File: src/hw/rtl/rptd_pkg.sv
// Shared types and constants for the block prime finder.
package rptd_pkg;

  localparam int unsigned INDEX_W    = 27;  // block index field
  localparam int unsigned BSIZE_W    = 7;   // block size register
  localparam int unsigned VALUE_W    = 32;  // reported prime field
  localparam int unsigned PROD_W     = INDEX_W + BSIZE_W;
  localparam int unsigned MAX_RESULTS = 32;
  localparam int unsigned CNT_W      = $clog2(MAX_RESULTS + 1);
  localparam int unsigned FIRST_CANDIDATE = 2;
  localparam logic [BSIZE_W-1:0] BSIZE_RESET = BSIZE_W'(64);

  // status from the remainder unit back to the sequencer
  typedef struct packed {
    logic done;      // one-cycle pulse when the remainder is ready
    logic rem_zero;  // remainder is zero, valid with done
  } rptd_div_st_t;

endpackage

File: src/hw/rtl/rptd_rem_unit.sv
// Restoring remainder unit: one dividend bit per cycle.
module rptd_rem_unit #(
  parameter int unsigned W = 32
) (
  input  logic                 clk,
  input  logic                 rst_n,
  input  logic                 start,
  input  logic [W-1:0]         dividend,
  input  logic [W-1:0]         divisor,
  output rptd_pkg::rptd_div_st_t div_st
);
  import rptd_pkg::*;

  localparam int unsigned CW = $clog2(W);

  logic          busy_r, busy_nxt;
  logic          done_r, done_nxt;
  logic [CW-1:0] cnt_r, cnt_nxt;
  logic [W-1:0]  dvd_r, dvd_nxt;
  logic [W-1:0]  dsr_r, dsr_nxt;
  logic [W-1:0]  rem_r, rem_nxt;
  logic [W:0]    trial;
  logic [W:0]    diff;

  always_comb begin
    trial    = {rem_r, dvd_r[W-1]};
    diff     = trial - {1'b0, dsr_r};
    busy_nxt = busy_r;
    done_nxt = 1'b0;
    cnt_nxt  = cnt_r;
    dvd_nxt  = dvd_r;
    dsr_nxt  = dsr_r;
    rem_nxt  = rem_r;
    if (start) begin
      busy_nxt = 1'b1;
      cnt_nxt  = '0;
      dvd_nxt  = dividend;
      dsr_nxt  = divisor;
      rem_nxt  = '0;
    end else if (busy_r) begin
      // remainder stays below the divisor, so the kept bits fit in W
      rem_nxt = (trial >= {1'b0, dsr_r}) ? diff[W-1:0] : trial[W-1:0];
      dvd_nxt = {dvd_r[W-2:0], 1'b0};
      cnt_nxt = cnt_r + CW'(1);
      if (cnt_r == CW'(W - 1)) begin
        busy_nxt = 1'b0;
        done_nxt = 1'b1;
      end
    end
  end

  always_ff @(posedge clk) begin
    if (!rst_n) begin
      busy_r <= 1'b0;
      done_r <= 1'b0;
    end else begin
      busy_r <= busy_nxt;
      done_r <= done_nxt;
    end
    cnt_r <= cnt_nxt;
    dvd_r <= dvd_nxt;
    dsr_r <= dsr_nxt;
    rem_r <= rem_nxt;
  end

  assign div_st.done     = done_r;
  assign div_st.rem_zero = (rem_r == '0);

endmodule

File: src/hw/rtl/range_prime_trial_division.sv
// Top level: block prime finder by trial division with a shared remainder unit.
//
//  channel  | direction | handshake         | payload
//  ---------+-----------+-------------------+----------------------------------------
//  in_      | input     | in_valid/in_stall | in_block_index
//  out_     | output    | out_valid/out_stall | out_prime_value, out_found, out_last
//  cfg_     | input     | cfg_we            | cfg_block_size
//
// One item at a time; in_stall is high from acceptance until its last result is loaded.
// Each number n is tested against trial divisors d = 2, 3, ... while d*d <= n, one at a time
// through the bit-serial remainder unit; a divisor that leaves no remainder ends the test.
// Reset is synchronous, active low; block_size resets to 64.
// out_stall holds the result register; the sequencer waits when it must load a new one.
module range_prime_trial_division #(
  parameter int unsigned NUMBER_BITS    = 32,
  parameter int unsigned MAX_BLOCK_SIZE = 64
) (
  input  logic                            clk,
  input  logic                            rst_n,
  input  logic                            in_valid,
  output logic                            in_stall,
  input  logic [rptd_pkg::INDEX_W-1:0]    in_block_index,
  output logic                            out_valid,
  input  logic                            out_stall,
  output logic [rptd_pkg::VALUE_W-1:0]    out_prime_value,
  output logic                            out_found,
  output logic                            out_last,
  input  logic                            cfg_we,
  input  logic [rptd_pkg::BSIZE_W-1:0]    cfg_block_size
);
  import rptd_pkg::*;

  localparam int unsigned N  = NUMBER_BITS;
  // range arithmetic width: holds b*k and the cap 2^N
  localparam int unsigned EW = (N + 1 > PROD_W) ? N + 1 : PROD_W;

  localparam logic [2:0] S_IDLE   = 3'd0;
  localparam logic [2:0] S_SETUP  = 3'd1;
  localparam logic [2:0] S_NEXT   = 3'd2;
  localparam logic [2:0] S_CHECK  = 3'd3;
  localparam logic [2:0] S_DIV    = 3'd4;
  localparam logic [2:0] S_FOUND  = 3'd5;
  localparam logic [2:0] S_FINISH = 3'd6;

  logic [2:0]         state_r, state_nxt;
  logic [BSIZE_W-1:0] bsize_r, bsize_nxt;
  logic [BSIZE_W-1:0] b_r, b_nxt;
  logic [INDEX_W-1:0] k_r, k_nxt;
  logic [EW-1:0]      n_r, n_nxt;
  logic [EW-1:0]      end_r, end_nxt;
  logic [N-1:0]       d_r, d_nxt;
  logic [N:0]         sq_r, sq_nxt;
  logic [EW-1:0]      pend_r, pend_nxt;
  logic               have_pend_r, have_pend_nxt;
  logic [CNT_W-1:0]   count_r, count_nxt;
  logic               out_valid_r, out_valid_nxt;
  logic [VALUE_W-1:0] out_value_r, out_value_nxt;
  logic               out_found_r, out_found_nxt;
  logic               out_last_r, out_last_nxt;

  logic [BSIZE_W-1:0] b_clamp;
  logic [PROD_W-1:0]  prod;
  logic [EW-1:0]      range_end;
  logic [EW-1:0]      range_start;
  logic [EW-1:0]      limit;
  logic               out_free;
  logic               div_start;
  rptd_div_st_t       div_st;

  rptd_rem_unit #(.W(N)) u_rem (
    .clk      (clk),
    .rst_n    (rst_n),
    .start    (div_start),
    .dividend (n_r[N-1:0]),
    .divisor  (d_r),
    .div_st   (div_st)
  );

  assign b_clamp  = (bsize_r > BSIZE_W'(MAX_BLOCK_SIZE)) ? BSIZE_W'(MAX_BLOCK_SIZE) : bsize_r;
  assign prod     = PROD_W'(b_r) * PROD_W'(k_r);
  assign limit    = EW'(1) << N;
  assign out_free = !out_valid_r || !out_stall;
  assign in_stall = (state_r != S_IDLE);

  always_comb begin
    range_end   = EW'(prod);
    range_start = range_end - EW'(b_r);
    if (range_start < EW'(FIRST_CANDIDATE)) range_start = EW'(FIRST_CANDIDATE);
    if (range_end > limit) range_end = limit;
  end

  always_comb begin
    state_nxt     = state_r;
    bsize_nxt     = cfg_we ? cfg_block_size : bsize_r;
    b_nxt         = b_r;
    k_nxt         = k_r;
    n_nxt         = n_r;
    end_nxt       = end_r;
    d_nxt         = d_r;
    sq_nxt        = sq_r;
    pend_nxt      = pend_r;
    have_pend_nxt = have_pend_r;
    count_nxt     = count_r;
    out_valid_nxt = out_valid_r && out_stall;
    out_value_nxt = out_value_r;
    out_found_nxt = out_found_r;
    out_last_nxt  = out_last_r;
    div_start     = 1'b0;

    case (state_r)
      S_IDLE: begin
        if (in_valid) begin
          k_nxt         = in_block_index;
          b_nxt         = b_clamp;
          have_pend_nxt = 1'b0;
          count_nxt     = '0;
          state_nxt     = S_SETUP;
        end
      end
      S_SETUP: begin
        n_nxt   = range_start;
        end_nxt = range_end;
        // index zero examines nothing
        state_nxt = (k_r == '0) ? S_FINISH : S_NEXT;
      end
      S_NEXT: begin
        if (n_r < end_r) begin
          d_nxt     = N'(FIRST_CANDIDATE);
          sq_nxt    = (N + 1)'(FIRST_CANDIDATE * FIRST_CANDIDATE);
          state_nxt = S_CHECK;
        end else begin
          state_nxt = S_FINISH;
        end
      end
      S_CHECK: begin
        if (sq_r > {1'b0, n_r[N-1:0]}) begin
          state_nxt = S_FOUND;
        end else begin
          div_start = 1'b1;
          state_nxt = S_DIV;
        end
      end
      S_DIV: begin
        if (div_st.done) begin
          if (div_st.rem_zero) begin
            n_nxt     = n_r + EW'(1);
            state_nxt = S_NEXT;
          end else begin
            // (d+1)^2 = d^2 + 2d + 1
            d_nxt     = d_r + N'(1);
            sq_nxt    = sq_r + {d_r, 1'b1};
            state_nxt = S_CHECK;
          end
        end
      end
      S_FOUND: begin
        // the held prime goes out once a later one shows it is not last
        if (!have_pend_r || out_free) begin
          if (have_pend_r) begin
            out_valid_nxt = 1'b1;
            out_value_nxt = pend_r[VALUE_W-1:0];
            out_found_nxt = 1'b1;
            out_last_nxt  = 1'b0;
          end
          pend_nxt      = n_r;
          have_pend_nxt = 1'b1;
          count_nxt     = count_r + CNT_W'(1);
          if (count_r == CNT_W'(MAX_RESULTS - 1)) begin
            state_nxt = S_FINISH;
          end else begin
            n_nxt     = n_r + EW'(1);
            state_nxt = S_NEXT;
          end
        end
      end
      S_FINISH: begin
        if (out_free) begin
          out_valid_nxt = 1'b1;
          out_value_nxt = have_pend_r ? pend_r[VALUE_W-1:0] : '0;
          out_found_nxt = have_pend_r;
          out_last_nxt  = 1'b1;
          have_pend_nxt = 1'b0;
          state_nxt     = S_IDLE;
        end
      end
      default: begin
        state_nxt = S_IDLE;
      end
    endcase
  end

  always_ff @(posedge clk) begin
    if (!rst_n) begin
      state_r     <= S_IDLE;
      bsize_r     <= BSIZE_RESET;
      have_pend_r <= 1'b0;
      count_r     <= '0;
      out_valid_r <= 1'b0;
    end else begin
      state_r     <= state_nxt;
      bsize_r     <= bsize_nxt;
      have_pend_r <= have_pend_nxt;
      count_r     <= count_nxt;
      out_valid_r <= out_valid_nxt;
    end
    b_r         <= b_nxt;
    k_r         <= k_nxt;
    n_r         <= n_nxt;
    end_r       <= end_nxt;
    d_r         <= d_nxt;
    sq_r        <= sq_nxt;
    pend_r      <= pend_nxt;
    out_value_r <= out_value_nxt;
    out_found_r <= out_found_nxt;
    out_last_r  <= out_last_nxt;
  end

  assign out_valid       = out_valid_r;
  assign out_prime_value = out_value_r;
  assign out_found       = out_found_r;
  assign out_last        = out_last_r;

  a_idle_no_pend: assert property (@(posedge clk) disable iff (!rst_n)
    (state_r == S_IDLE) |-> !have_pend_r)
    else $error("held prime left over in idle");

  a_count_cap: assert property (@(posedge clk) disable iff (!rst_n)
    count_r <= CNT_W'(MAX_RESULTS))
    else $error("result count above cap");

  a_done_in_div: assert property (@(posedge clk) disable iff (!rst_n)
    div_st.done |-> (state_r == S_DIV))
    else $error("remainder done outside divide state");

  a_empty_is_last: assert property (@(posedge clk) disable iff (!rst_n)
    (out_valid_r && !out_found_r) |-> out_last_r)
    else $error("empty marker without last");

endmodule
File: config.mk
export PLATFORM = sky130hd
export DESIGN_NAME = range_prime_trial_division
export DESIGN_NICKNAME = d
export VERILOG_FILES = /design/src/hw/rtl/rptd_pkg.sv /design/src/hw/rtl/rptd_rem_unit.sv /design/src/hw/rtl/range_prime_trial_division.sv
export SDC_FILE = /design/constraint.sdc
export NUM_CORES = 1
export LEC_CHECK = 0
export BUFFER_PORTS_ARGS = -buffer_cell sky130_fd_sc_hd__buf_4
export CAP_MARGIN = 20
export CORE_UTILIZATION = 64
export CTS_BUF_LIST = sky130_fd_sc_hd__clkbuf_16
export CTS_CLUSTER_DIAMETER = 100
export DETAILED_ROUTE_END_ITERATION = 8
export MAX_ROUTING_LAYER = met4
export PLACE_DENSITY = 0.79
export SYNTH_ARGS = -nofsm -noshare
export SYNTH_HDL_FRONTEND = slang
export SYNTH_SLANG_ARGS = --single-unit
File: constraint.sdc
create_clock -name clk -period 10.08 [get_ports clk]
set_clock_uncertainty 0.05 [all_clocks]
set_input_delay 2.52 -clock clk [delete_from_list [all_inputs] [get_ports clk]]
set_output_delay 2.52 -clock clk [all_outputs]
set_load 0.05 [all_outputs]
== After elaboration in Yosys (flattened, before gate mapping) ==
Cells that the tools add are included.

* Eq/ne operators: 17
* $add $sub $neg: 7
* Div/mod/pow operators: 0
* $mul: 1
* Reductions and logical operators: 25
* Shifts and indexed selects: 0
* Order comparisons: 6
* Mux-type cells: 57
* Bitwise gates (word level): 2

{| class="wikitable"
|+ Operator list
! kind !! number
|-
| 32-bit 2-to-1 mux || 10
|-
| 34-bit 2-to-1 mux || 5
|-
| 32-bit case mux with 2 select lines || 2
|-
| 34-bit case mux with 3 select lines || 1
|-
| 33-bit 2-to-1 mux || 3
|-
| 33-bit case mux with 2 select lines || 1
|-
| 34-bit by 1-bit adder with 34-bit output (second input constant) || 1
|-
| 34-bit by 33-bit greater-than comparator with 1-bit output (second input constant) || 1
|-
| 34-bit by 2-bit < comparator with 1-bit output (second input constant) || 1
|-
| 34-bit < comparator || 1
|-
| 7-bit by 27-bit multiplier with 34-bit output || 1
|-
| 34-bit by 7-bit subtractor with 34-bit output || 1
|-
| 33-bit adder || 1
|-
| 33-bit by 32-bit greater-or-equal comparator with 1-bit output || 1
|-
| 33-bit by 32-bit greater-than comparator with 1-bit output || 1
|-
| 32-bit by 1-bit adder with 32-bit output (second input constant) || 1
|-
| 32-bit logical NOT || 1
|-
| 32-bit subtractor || 1
|-
| 27-bit logical NOT || 1
|-
| 3-bit 2-to-1 mux || 7
|-
| 3-bit case mux with 7 select lines || 1
|-
| 1-bit 2-to-1 mux || 20
|-
| 2-bit != test (second input constant) || 8
|-
| 4-bit AND reduction || 4
|-
| 24 further kinds || 40
|}

* Input bits: 39
* RAM bits: 0
* Latch bits: 0
* Logic and storage cells: 136
* Register bits after elaboration: 354
* ROM bits: 0
* Memories: 0
* Output and inout port bits: 36

== Logic depth before layout (Yosys ltp) ==
* Word-level depth: 5
* Gate-level depth with buffers: 28
* Gate-level depth less buffers: 25

== Modules after synthesis ==
From an unflattened synthesis, not the netlist that was laid out.

* Cells, all modules: 2,680
* Area, all modules: 26,410.3 µm²

{| class="wikitable"
|+ Modules (own cells, without submodules)
! module !! cells an instance !! instances !! area each (µm²) !! seq. area each (µm²)
|-
| range_prime_trial_division || 2,104 || 1 || 20,529.7 || 7,357.1
|-
| rptd_rem_unit || 576 || 1 || 5,880.6 || 2,702.6
|}

== Worst setup path before layout ==
No wires, ideal clock.

* Path kind: register to register
* Start: reg n_r[1]
* End: reg d_r[0] (enable)
* Stages on the path, launching flop included: 11
* Arrival time: 6,696 ps
* Buffers on the path: 0
* Slack: 2,756 ps
* Period minus slack after synthesis: 7,324 ps
* Setup time: 578 ps
* Data required time: 9,452 ps
* Path through: edfxtp_1 ha_1 a21o_1 a21o_1 a21o_1 a21o_1 a2111oi_0 o21ai_0 a21oi_1 o31ai_1 o21ai_0

* Cells in the longest elaborated chain, start to end: 3

{| class="wikitable"
|+ RTL lines
! element !! line !! RTL
|-
| start, declared || range_prime_trial_division.sv:49 || <nowiki>logic [EW-1:0] n_r, n_nxt;</nowiki>
|-
| start signal, assigned || range_prime_trial_division.sv:208 || <nowiki>n_r <= n_nxt;</nowiki>
|-
| 34-bit < comparator || range_prime_trial_division.sv:127 || <nowiki>if (n_r < end_r) begin</nowiki>
|-
| 2-bit != test (no source line) || - ||
|-
| 4-bit AND reduction (no source line) || - ||
|-
| end signal, assigned || range_prime_trial_division.sv:210 || <nowiki>d_r <= d_nxt;</nowiki>
|-
| end, declared || range_prime_trial_division.sv:51 || <nowiki>logic [N-1:0] d_r, d_nxt;</nowiki>
|}

Every way passes these cells.
A chain may end at the register's enable or synchronous reset.

== Worst setup path in the final report ==
* Start: reg b_r[6]
* End: reg n_r[0] (data pin)

* Cells in the longest elaborated chain, start to end: 5

{| class="wikitable"
|+ RTL lines
! element !! line !! RTL
|-
| start, declared || range_prime_trial_division.sv:47 || <nowiki>logic [BSIZE_W-1:0] b_r, b_nxt;</nowiki>
|-
| start signal, assigned || range_prime_trial_division.sv:206 || <nowiki>b_r <= b_nxt;</nowiki>
|-
| 7-bit by 27-bit multiplier with 34-bit output || range_prime_trial_division.sv:80 || <nowiki>assign prod = PROD_W'(b_r) * PROD_W'(k_r);</nowiki>
|-
| 34-bit by 7-bit subtractor with 34-bit output (*) || range_prime_trial_division.sv:87 || <nowiki>range_start = range_end - EW'(b_r);</nowiki>
|-
| 34-bit by 2-bit < comparator with 1-bit output (*) || range_prime_trial_division.sv:88 || <nowiki>if (range_start < EW'(FIRST_CANDIDATE)) range_start = EW'(FIRST_CANDIDATE);</nowiki>
|-
| 34-bit 2-to-1 mux (*) || range_prime_trial_division.sv:88 ||
|-
| 34-bit case mux with 3 select lines (*) || range_prime_trial_division.sv:110 || <nowiki>case (state_r)</nowiki>
|-
| via n_nxt[0] || range_prime_trial_division.sv:49 ||
|}

The timed path passes the listed nets; every way through them passes the cells marked *.

==> metrics.cfg <==
[run_status]
status=finished, final reports clean

[sta]
tns_ns=0
finalCritPeriodShare_pct=79.8
worst_slew_pin_slew_ns=1.10
rsz0062_at_grt=false
setup_violations=0
fin_crit_ns=8.05
slew_headroom_pct=25.7
hold_violations=0
max_freq_mhz=124
finalMaxSlewViolations=0

[logic_synthesis]
postSynthCellCount=2648
netlist_area_um2=26400
synth_area_per_cell_um2=9.96
synth_most_common_cell=edfxtp_1
yosysUniqueCellTypes=86
synth_fp_nets=3005
yosys_warnings=0
yosys_register_bits=354
ys_seq_area_share_pct=38.1
synth_edf_count=297
synthTopCellsByArea=edfxtp_1 34%, fa_1 9.6%, ha_1 9.1%, dfxtp_1 4.3%, inv_1 3.6%
ys.flop_type=edfxtp_1
async_flop_share_pct=0
yosys-top-cells-count=297 x edfxtp_1, 256 x inv_1, 221 x nor2_1, 191 x ha_1, 178 x nand2_1
yosys.area.top_type_share_pct=33.8
synth_top_cell_by_area=edfxtp_1

[clock_tree]
cts_tree=built
clkSinkCount=354
cts_setup_buffers=0
cts_resized=0
cts.path.max_buffers=3
htreeDepth=2
cts.clk_slew.worst_paths_ns=0.06
clkLatencyLatePin_ns=0.58
cts-root-buf=clkbuf_16
numCtsBuffers=39
cts_hold_repair.buffers=0

[finish]
drive_gt1_share_pct=8.04
regArea_um2=10100
final_nets=3038
multi_input_area_um2=15000
fillers=2979
antenna_cells=0
area_growth_syn_to_layout_pct=8.55

[worst_hold_path]
hp-class=flip-flop to flip-flop

[floorplanning]
die_y_um=205
start_util_pct=65.6
dieArea_um2=42000
design.core.area_um2=40200
die_w_um=205
num_rows=73
num_io_pins=75

[detailed_routing]
drt-pass1-iter-count=6
viasPerCell=6.13
wl_met1_um=28200
wl_per_cell_um=19.4
dr_wl_met3_um=4480
vias=19800
wl_met2_um=28700
drt-total-wl_um=62800
drc=0
dr.max_layer_used=met4
ant_nets=0
drt-initial-drc-count=1670

[flow_run]
cap_violations=0

[worst_setup_path]
arrival_ns=8.33
required_ns=10.37
worst-path-max-fanout=28
critical_path_class=flip-flop to flip-flop
start_kind=flip-flop
end_kind=flip-flop

[global_routing]
first_global_vias=19500
grt_pass1_wl_um=102000
antenna_found_initial=0
grtUsageTotal_pct=31.7
grt_max_degree=81
overflow=0

[place]
dp_hpwl_um=46500
place.gp.congestion=0.939
io_buffers=74

[layout by cell type, fill, tap and decap left out, types with 13 or more instances in the layout]
cell,count
and2_1,149
dfxtp_1,56
inv_1,264
ha_1,191
a21oi_1,128
or3_1,21
fa_1,127
nor4_1,31
nand4_1,46
mux2_2,32
xor2_1,66
nand3_1,50
and3_1,27
edfxtp_1,297
nor3_1,49
mux2i_1,35
nor2_1,220
clkbuf_16,39
o211ai_1,17
nand2_1,178
o21bai_1,13
nor2b_1,61
a21o_1,59
o21ai_0,89
xnor2_1,94
o21a_1,18
nand2b_1,31
a211oi_1,36
buf_4,87
[logic make-up after synthesis]
logic type / Yosys count / synth area share [%]
and+or+nand+nor: 931 / 18.3
AOI/OAI and AO/OA: 464 / 11.5
DFF: 354 / 38.1
buffers and inverters: 353 / 5.26
adders and majority gates: 318 / 18.7
xor gates and xnor gates: 160 / 5.31
muxes: 67 / 2.70
other: 1 / 0.0142
[per-layer routing]
layer	global-route usage (%)	up-vias
met5	-	-
met4	8.76	0
met3	5.04	101
met2	48.8	646
met1	43.7	9715
li1	-	9368
[layout make-up]
class	instances	area share (%)
clock buffer	39	3.41
clock inverter	32	1.08
inverter	256	3.36
tap	525	2.29
sequential	354	35.1
multi-input combinational	1941	52.3
timing repair buffer	89	2.37
[worst paths after layout]
kind              slack (ns)    endpoint        from  depth (start not counted)
hold / removal          0.44  bsize_r[2]  bsize_r[2]                          2
setup / recovery        2.03      n_r[0]      b_r[6]                         21
hold reg to reg         0.44  bsize_r[2]  bsize_r[2]                          2
setup reg to reg        2.03      n_r[0]      b_r[6]                         21
[registers in the layout, summed over array words and instances (netlist names)]
| signal | cells |
|---|---|
| d_r | 32 |
| u_rem.dvd_r | 32 |
| u_rem.busy_r | 1 |
| u_rem.done_r | 1 |
| sq_r | 33 |
| out_last | 1 |
| pend_r | 32 |
| u_rem.dsr_r | 32 |
| end_r | 34 |
| state_r | 3 |
| count_r | 6 |
| u_rem.cnt_r | 5 |
| out_prime_value | 32 |
| k_r | 27 |
| u_rem.rem_r | 32 |
| n_r | 34 |
| bsize_r | 7 |
| out_valid | 1 |
| out_found | 1 |
| b_r | 7 |
| have_pend_r | 1 |
[through the flow]
stage	area (um^2)	utilization (%)	hold slack, ns	worst slack, ns	instances
after floorplan	26400	-	0.402	2.76	2648
after global placement	27300	68.0	0.418	2.43	3163
after detailed placement	27300	68.0	0.431	2.23	3163
after CTS	28600	71.2	0.446	2.21	3234
after global routing	28600	71.2	0.474	1.55	3236
final	28600	71.2	0.444	2.03	3236
[critical path, stage by stage (launching register included)]
cell       delay [ns]
edfxtp_1         0.96
nand2_1          0.18
fa_1             0.55
fa_1             0.55
inv_1            0.05
fa_1             0.53
inv_1            0.06
fa_1             0.53
inv_1            0.04
ha_1             0.38
o21a_1           0.21
o21ai_0          0.30
o21bai_1         0.17
xnor2_1          0.55
nand4_1          0.57
nor2b_1          0.31
a2111oi_0        0.54
and4_1           0.32
o2111ai_1        0.12
nand4bb_1        0.19
or4_1            0.48
and2_1           0.17
Power is not shown: default switching activity piles up to over one toggle a cycle in this logic, so the estimate is an artifact.
